`src/design/ispsl_pkg.sv`:
```
// Package for the integral-separation PID speed loop: constants, register codes, direction codes.
package ispsl_pkg;

   localparam int INTEGRAL_WIDTH_DEF = 24;

   localparam int GAIN_W  = 16;
   localparam int LIMIT_W = 8;
   localparam int CMD_W   = 16;
   localparam int MEAS_W  = 9;
   localparam int ERR_W   = 10;
   localparam int CMP_W   = 10;

   localparam int REQ_DATA_W = 32;
   localparam int RSP_DATA_W = 24;
   localparam int CSR_IDX_W  = 3;
   localparam int CSR_DATA_W = 16;

   localparam logic [CMP_W-1:0] DUTY_MAX      = 10'd980;
   localparam logic [CMP_W-1:0] BRAKE_COMPARE = 10'd999;

   localparam logic [GAIN_W-1:0]  KP_RESET        = 16'd9216;
   localparam logic [GAIN_W-1:0]  KI_RESET        = 16'd307;
   localparam logic [GAIN_W-1:0]  KD_RESET        = 16'd256;
   localparam logic [LIMIT_W-1:0] LIMIT_RESET     = 8'd15;
   localparam logic [LIMIT_W-1:0] THRESHOLD_RESET = 8'd5;

   typedef enum logic [1:0] {
      DIR_FORWARD = 2'd0,
      DIR_REVERSE = 2'd1,
      DIR_BRAKE   = 2'd2
   } dir_type;

   typedef enum logic [CSR_IDX_W-1:0] {
      CSR_KP_FORWARD  = 3'd0,
      CSR_KI_FORWARD  = 3'd1,
      CSR_KD_FORWARD  = 3'd2,
      CSR_KP_REVERSE  = 3'd3,
      CSR_KI_REVERSE  = 3'd4,
      CSR_KD_REVERSE  = 3'd5,
      CSR_SPEED_LIMIT = 3'd6,
      CSR_INTEG_THRES = 3'd7
   } csr_index_type;

endpackage

```
`src/design/integral_separation_pid_speed_loop_unit.sv`:
```
// Integral-separation PID speed loop: input register, combinational PID update, result register.
//
//   channel | direction | transfer when          | payload
//   req_    | in        | req_tvalid & tready    | tdata: target_speed, measured_speed
//   rsp_    | out       | rsp_tvalid & tready    | tdata: forward/reverse compare; tuser: dir
//   csr_    | in        | csr_we                 | csr_index, csr_wdata
//
// Sustained throughput: one item per cycle while rsp_ is not stalled.
// The PID update (gain products, integral saturate, duty clamp) is combinational logic
// between the input register and the result register; it also commits the loop state.
// A stalled rsp_ holds the result; the input register keeps one more item, then req_tready drops.
// Synchronous reset clears valids and loop state, and loads the default gains, limit and threshold.
module integral_separation_pid_speed_loop_unit
   import ispsl_pkg::*;
#(
   parameter int INTEGRAL_WIDTH = INTEGRAL_WIDTH_DEF
) (
   input  logic                  clock,
   input  logic                  reset,
   input  logic                  req_tvalid,
   output logic                  req_tready,
   input  logic [REQ_DATA_W-1:0] req_tdata,   // [15:0] target_speed, [24:16] measured_speed
   output logic                  rsp_tvalid,
   input  logic                  rsp_tready,
   output logic [RSP_DATA_W-1:0] rsp_tdata,   // [9:0] forward_compare, [19:10] reverse_compare
   output logic [1:0]            rsp_tuser,   // [1:0] drive_direction
   input  logic                  csr_we,
   input  logic [CSR_IDX_W-1:0]  csr_index,
   input  logic [CSR_DATA_W-1:0] csr_wdata
);

   localparam int IW    = INTEGRAL_WIDTH;
   localparam int SUM_W = IW + GAIN_W + 3;

   // configuration
   logic [GAIN_W-1:0]  kp_fwd_ff, ki_fwd_ff, kd_fwd_ff;
   logic [GAIN_W-1:0]  kp_rev_ff, ki_rev_ff, kd_rev_ff;
   logic [LIMIT_W-1:0] limit_ff, thres_ff;

   always_ff @(posedge clock) begin
      if (reset) begin
         kp_fwd_ff <= KP_RESET;
         ki_fwd_ff <= KI_RESET;
         kd_fwd_ff <= KD_RESET;
         kp_rev_ff <= KP_RESET;
         ki_rev_ff <= KI_RESET;
         kd_rev_ff <= KD_RESET;
         limit_ff  <= LIMIT_RESET;
         thres_ff  <= THRESHOLD_RESET;
      end else if (csr_we) begin
         unique case (csr_index_type'(csr_index))
            CSR_KP_FORWARD:  kp_fwd_ff <= csr_wdata;
            CSR_KI_FORWARD:  ki_fwd_ff <= csr_wdata;
            CSR_KD_FORWARD:  kd_fwd_ff <= csr_wdata;
            CSR_KP_REVERSE:  kp_rev_ff <= csr_wdata;
            CSR_KI_REVERSE:  ki_rev_ff <= csr_wdata;
            CSR_KD_REVERSE:  kd_rev_ff <= csr_wdata;
            CSR_SPEED_LIMIT: limit_ff  <= csr_wdata[LIMIT_W-1:0];
            CSR_INTEG_THRES: thres_ff  <= csr_wdata[LIMIT_W-1:0];
            default: ;
         endcase
      end
   end

   // handshake
   logic in_valid_ff, out_valid_ff;
   logic out_free, advance;
   logic [CMD_W-1:0]  tgt_ff;
   logic [MEAS_W-1:0] meas_ff;

   assign out_free   = !out_valid_ff || rsp_tready;
   assign advance    = in_valid_ff && out_free;
   assign req_tready = !in_valid_ff || out_free;
   assign rsp_tvalid = out_valid_ff;

   always_ff @(posedge clock) begin
      if (reset) begin
         in_valid_ff  <= 1'b0;
         out_valid_ff <= 1'b0;
      end else begin
         if (req_tready) begin
            in_valid_ff <= req_tvalid;
         end
         if (out_free) begin
            out_valid_ff <= in_valid_ff;
         end
      end
   end

   always_ff @(posedge clock) begin
      if (req_tvalid && req_tready) begin
         tgt_ff  <= req_tdata[CMD_W-1:0];
         meas_ff <= req_tdata[CMD_W+MEAS_W-1:CMD_W];
      end
   end

   // loop state
   logic signed [IW-1:0]    integ_ff, integ_in;
   logic signed [ERR_W-1:0] prev_err_ff;

   // PID datapath
   dir_type                   dir;
   logic [CMD_W:0]            tgt_mag;
   logic [LIMIT_W-1:0]        setp;
   logic signed [ERR_W-1:0]   meas_x, lim_x, err;
   logic [ERR_W-1:0]          err_mag;
   logic                      enabled, add;
   logic signed [IW:0]        integ_sum;
   logic signed [IW-1:0]      integ_sat, integ_use;
   logic signed [ERR_W:0]     err_diff;
   logic [GAIN_W-1:0]         kp, ki, kd;
   logic signed [GAIN_W+ERR_W:0]   p_prod;
   logic signed [GAIN_W+ERR_W+1:0] d_prod;
   logic signed [GAIN_W+IW:0]      i_prod;
   logic signed [SUM_W-1:0]   pid_sum;
   logic [SUM_W-9:0]          pid_q;
   logic [CMP_W-1:0]          duty;

   always_comb begin
      priority if (!tgt_ff[CMD_W-1] && (tgt_ff != '0)) begin
         dir     = DIR_FORWARD;
         tgt_mag = {1'b0, tgt_ff};
      end else if (tgt_ff[CMD_W-1]) begin
         dir     = DIR_REVERSE;
         tgt_mag = (CMD_W+1)'(0) - {tgt_ff[CMD_W-1], tgt_ff};
      end else begin
         dir     = DIR_BRAKE;
         tgt_mag = '0;
      end

      setp = (tgt_mag >= {{(CMD_W+1-LIMIT_W){1'b0}}, limit_ff}) ?
             limit_ff : tgt_mag[LIMIT_W-1:0];

      meas_x  = {meas_ff[MEAS_W-1], meas_ff};
      lim_x   = {2'b00, limit_ff};
      err     = $signed({2'b00, setp}) - meas_x;
      err_mag = err[ERR_W-1] ? ERR_W'(0) - err : err;
      enabled = err_mag <= {2'b00, thres_ff};

      priority if (meas_x > lim_x) begin
         add = err[ERR_W-1];
      end else if (meas_x < -lim_x) begin
         add = !err[ERR_W-1] && (err != '0);
      end else begin
         add = 1'b1;
      end

      integ_sum = (IW+1)'(integ_ff) + (IW+1)'(err);
      priority if (integ_sum[IW] != integ_sum[IW-1]) begin
         integ_sat = integ_sum[IW] ? {1'b1, {(IW-1){1'b0}}} : {1'b0, {(IW-1){1'b1}}};
      end else begin
         integ_sat = integ_sum[IW-1:0];
      end
      integ_in  = (enabled && add) ? integ_sat : integ_ff;
      integ_use = enabled ? integ_in : '0;

      err_diff = (ERR_W+1)'(err) - (ERR_W+1)'(prev_err_ff);

      if (dir == DIR_FORWARD) begin
         kp = kp_fwd_ff;
         ki = ki_fwd_ff;
         kd = kd_fwd_ff;
      end else begin
         kp = kp_rev_ff;
         ki = ki_rev_ff;
         kd = kd_rev_ff;
      end

      p_prod  = $signed({1'b0, kp}) * err;
      d_prod  = $signed({1'b0, kd}) * err_diff;
      i_prod  = $signed({1'b0, ki}) * integ_use;
      pid_sum = SUM_W'(p_prod) + SUM_W'(d_prod) + SUM_W'(i_prod);
      pid_q   = pid_sum[SUM_W-1:8];

      priority if (pid_sum[SUM_W-1] || (pid_sum == '0)) begin
         duty = '0;
      end else if (pid_q > (SUM_W-8)'(DUTY_MAX)) begin
         duty = DUTY_MAX;
      end else begin
         duty = pid_q[CMP_W-1:0];
      end
   end

   always_ff @(posedge clock) begin
      if (reset) begin
         integ_ff    <= '0;
         prev_err_ff <= '0;
      end else if (advance) begin
         integ_ff    <= integ_in;
         prev_err_ff <= err;
      end
   end

   // result register
   logic [CMP_W-1:0] fwd_cmp_ff, rev_cmp_ff;
   dir_type          dir_ff;

   always_ff @(posedge clock) begin
      if (advance) begin
         dir_ff <= dir;
         unique case (dir)
            DIR_FORWARD: begin
               fwd_cmp_ff <= duty;
               rev_cmp_ff <= '0;
            end
            DIR_REVERSE: begin
               fwd_cmp_ff <= '0;
               rev_cmp_ff <= duty;
            end
            default: begin
               fwd_cmp_ff <= BRAKE_COMPARE;
               rev_cmp_ff <= BRAKE_COMPARE;
            end
         endcase
      end
   end

   assign rsp_tdata = {{(RSP_DATA_W-2*CMP_W){1'b0}}, rev_cmp_ff, fwd_cmp_ff};
   assign rsp_tuser = dir_ff;

   // checks
   a_brake_cmp: assert property (@(posedge clock) disable iff (reset)
      (rsp_tvalid && dir_ff == DIR_BRAKE) |->
      (fwd_cmp_ff == BRAKE_COMPARE && rev_cmp_ff == BRAKE_COMPARE))
      else $error("brake result without full compares");

   a_fwd_idle: assert property (@(posedge clock) disable iff (reset)
      (rsp_tvalid && dir_ff == DIR_FORWARD) |->
      (rev_cmp_ff == '0 && fwd_cmp_ff <= DUTY_MAX))
      else $error("forward result out of range");

   a_rev_idle: assert property (@(posedge clock) disable iff (reset)
      (rsp_tvalid && dir_ff == DIR_REVERSE) |->
      (fwd_cmp_ff == '0 && rev_cmp_ff <= DUTY_MAX))
      else $error("reverse result out of range");

   a_state_hold: assert property (@(posedge clock) disable iff (reset)
      !advance |=> ($stable(integ_ff) && $stable(prev_err_ff)))
      else $error("loop state changed without a transfer");

   a_item_held: assert property (@(posedge clock) disable iff (reset)
      (in_valid_ff && !out_free) |=> in_valid_ff)
      else $error("pending item lost under stall");

endmodule

```
`config.mk`:
```
export PLATFORM = sky130hd
export DESIGN_NAME = integral_separation_pid_speed_loop_unit
export DESIGN_NICKNAME = d
export VERILOG_FILES = /design/src/design/ispsl_pkg.sv /design/src/design/integral_separation_pid_speed_loop_unit.sv
export SDC_FILE = /design/constraint.sdc
export NUM_CORES = 2
export LEC_CHECK = 0
export ABC_AREA = 1
export BUFFER_PORTS_ARGS = -buffer_cell sky130_fd_sc_hd__buf_2
export CAP_MARGIN = 20
export CORE_UTILIZATION = 45
export DETAILED_ROUTE_END_ITERATION = 16
export GPL_ROUTABILITY_DRIVEN = 0
export PLACE_DENSITY = 0.59
export SYNTH_ARGS = -nofsm -noshare
export SYNTH_HDL_FRONTEND = slang
export SYNTH_SLANG_ARGS = --single-unit
```
`constraint.sdc`:
```
create_clock -name clock -period 17.04 [get_ports clock]
set_input_delay 2.556 -clock clock [delete_from_list [all_inputs] [get_ports clock]]
set_output_delay 2.556 -clock clock [all_outputs]
set_load 0.01 [all_outputs]
```
==> out/metrics.yaml <==
status: "finished, final reports clean"
yosys_warnings: 0
initial_core_util_pct: 45.5
synth_ff_type: "dfxtp_1"
clock_sinks: 195
drv_cap: 0
gr-usage-met2_pct: 45.4
fin_util_pct: 48.3
path_clk_slew_ns: 0.08
firstDrtPassIters: 6
pin_count: 84
synth-async-reset-ratio_pct: 0
critPathTopFamily: "simple AND/OR/NAND/NOR gates"
fin_setup_tns_ns: 0
dpl.hpwl_mm: 99.7
antenna_found_initial: 3
fin_crit_sh_pct: 92.6
dieArea_um2: 89100
worst_pin_slew_ns: 1.14
ys_seq_elements: 195
drtIter0Drc: 2357
skew_ns: 0.0204
cp_common_cell: "nand2_1"
synth_edf_count: 47
nets: 6248
setup_violations: 0
start_kind: "flip-flop"
viasPerCell: 5.13
met3_usage_pct: 4.94
numPortBuffers: 72
fill_cells: 8730
yosys-top-cells-count: "inv_1, fa_1, nand2_1"
wire_per_inst_um: 18.7
yosysTopAreaCellShare_pct: 37.2
synth.most_common_cell: "inv_1"
postRouteAntennaNets: 0
slew-limit-headroom_pct: 24.1
crit_arrival_ns: 16.03
netlist_top_cells_area: "fa_1, inv_1, ha_1"
place_inst: 6275
slowest_stage: "fa_1"
cts_tree: "built"
period_needed_ns: 15.78
rsz0062_at_grt: "no"
fp.coreArea_um2: 86900
ys_seq_area_share_pct: 11.1
slew_viol_final: 0
syn_avg_cell_area_um2: 7.73
row_count: 108
cp_max_fo: 13
min_path_type: "flip-flop to flip-flop"
grt_use_total_pct: 27.4
wl_mm: 118
crit_required_ns: 17.29
finalHoldViolations: 0
die_h_um: 298
drc: 0
ff_latch_area_um2: 4370
root_buffer: "clkbuf_16"
grt_util_met1_pct: 36.5
clock_path_buffers: 2
synth_area_um2: 39600
area_growth_pct: 6.03
fp.dieW_um: 298
grt_pass1_wl_mm: 187
grt_start_max_net_pins: 171
syn-instance-count: 5117
multi_input_area_um2: 29500
placed_area_um2: 41300
grt_pass1_vias: 33100
grt-ovfl-total: 0
dr_total_vias: 32300
critPathCaptureType: "flip-flop"
diodes: 0
final_cell_area_um2: 41900
h-tree-depth: 4
cts_made_buffers: 17
clkLatencyLatePin_ns: 0.51
crit_type: "flip-flop to flip-flop"
top_usage_layer: "met2"
drive_gt1_share_pct: 5.55
synth_area_leader_cell: "fa_1"
max_freq_mhz: 63.4
synth_cell_types: 60
slowest_delay_ns: 0.54
worst-path-buf-inv: 13
fin_cells: 6308
[worst min-delay path, cell delays in order, from the launching register on]
cell     delay (ns)
dfxtp_1        0.30
inv_1          0.05
a21oi_1        0.05
[registers in the layout, indices dropped and copies added (netlist names), 10 cells and up]
name / count
kp_rev_ff: 16
ki_rev_ff: 16
ki_fwd_ff: 16
rev_cmp_ff: 10
kd_rev_ff: 16
integ_ff: 24
kd_fwd_ff: 16
fwd_cmp_ff: 10
kp_fwd_ff: 16
tgt_ff: 16
prev_err_ff: 10
[cells in the final DEF (no fill, tap or decap), types with 26 or more instances in the layout]
cell      instances
dfxtp_1         148
edfxtp_1         47
fa_1            735
buf_2            72
buf_4            70
nand3_1         273
o21ai_0         205
xor2_1           40
nand4_1          31
inv_1          1335
nor2_1          687
ha_1            317
nand2_2          37
a21oi_1         168
nor3_1           26
nand2_1         731
[layer usage]
layer  share of wire [%]  routed length, um
met5              0.0085                 10
met1                  43              50200
met2                  47              55000
met4                 3.2               3740
met3                 7.4               8660
[area by class of cell]
cell class                      instances  area share [%]
Multi-Input combinational cell       3425            70.3
Sequential cell                       195            10.4
Inverter                             1358            12.2
Clock buffer                           19            1.06
Clock inverter                         13           0.394
Tap cell                             1155            3.45
Timing Repair Buffer                  143            2.16
[logic make-up after synthesis]
family	share of synthesized area, %
XOR/XNOR	1.30
AND/OR/NAND/NOR	19.5
other	0.00948
adder cells (fa/ha/maj)	47.2
AO/OA/AOI/OAI	6.42
buffers and inverters	14.5
flip-flops	11.1
[path summary, 6_finish.rpt]
path | to | start | cells past startpoint | slack, ns
setup / recovery | rev_cmp_ff[7]$_DFFE_PP_ | tgt_ff[0]$_DFFE_PP_ | 78 | 1.26
hold / removal | kd_fwd_ff[7]$_SDFFE_PP0P_ | kd_fwd_ff[7]$_SDFFE_PP0P_ | 2 | 0.45
setup reg to reg | rev_cmp_ff[7]$_DFFE_PP_ | tgt_ff[0]$_DFFE_PP_ | 78 | 1.26
hold reg to reg | kd_fwd_ff[7]$_SDFFE_PP0P_ | kd_fwd_ff[7]$_SDFFE_PP0P_ | 2 | 0.45
[stage by stage]
stage	worst slack [ns]	hold slack, ns
global placement	0.583	0.431
global route	0.0328	0.468
detailed placement	0.445	0.437
floorplan	3.29	0.421
CTS	0.395	0.451
finish	1.26	0.449
[timing repair]
item | CTS | global route
setup endpoints to repair | 0 | 20
buffers inserted | 0 | 1
gates resized for setup | 0 | 10
hold buffers | 0 | 0
Power is not shown: default switching activity piles up to over one toggle a cycle in this logic, so the estimate is an artifact.
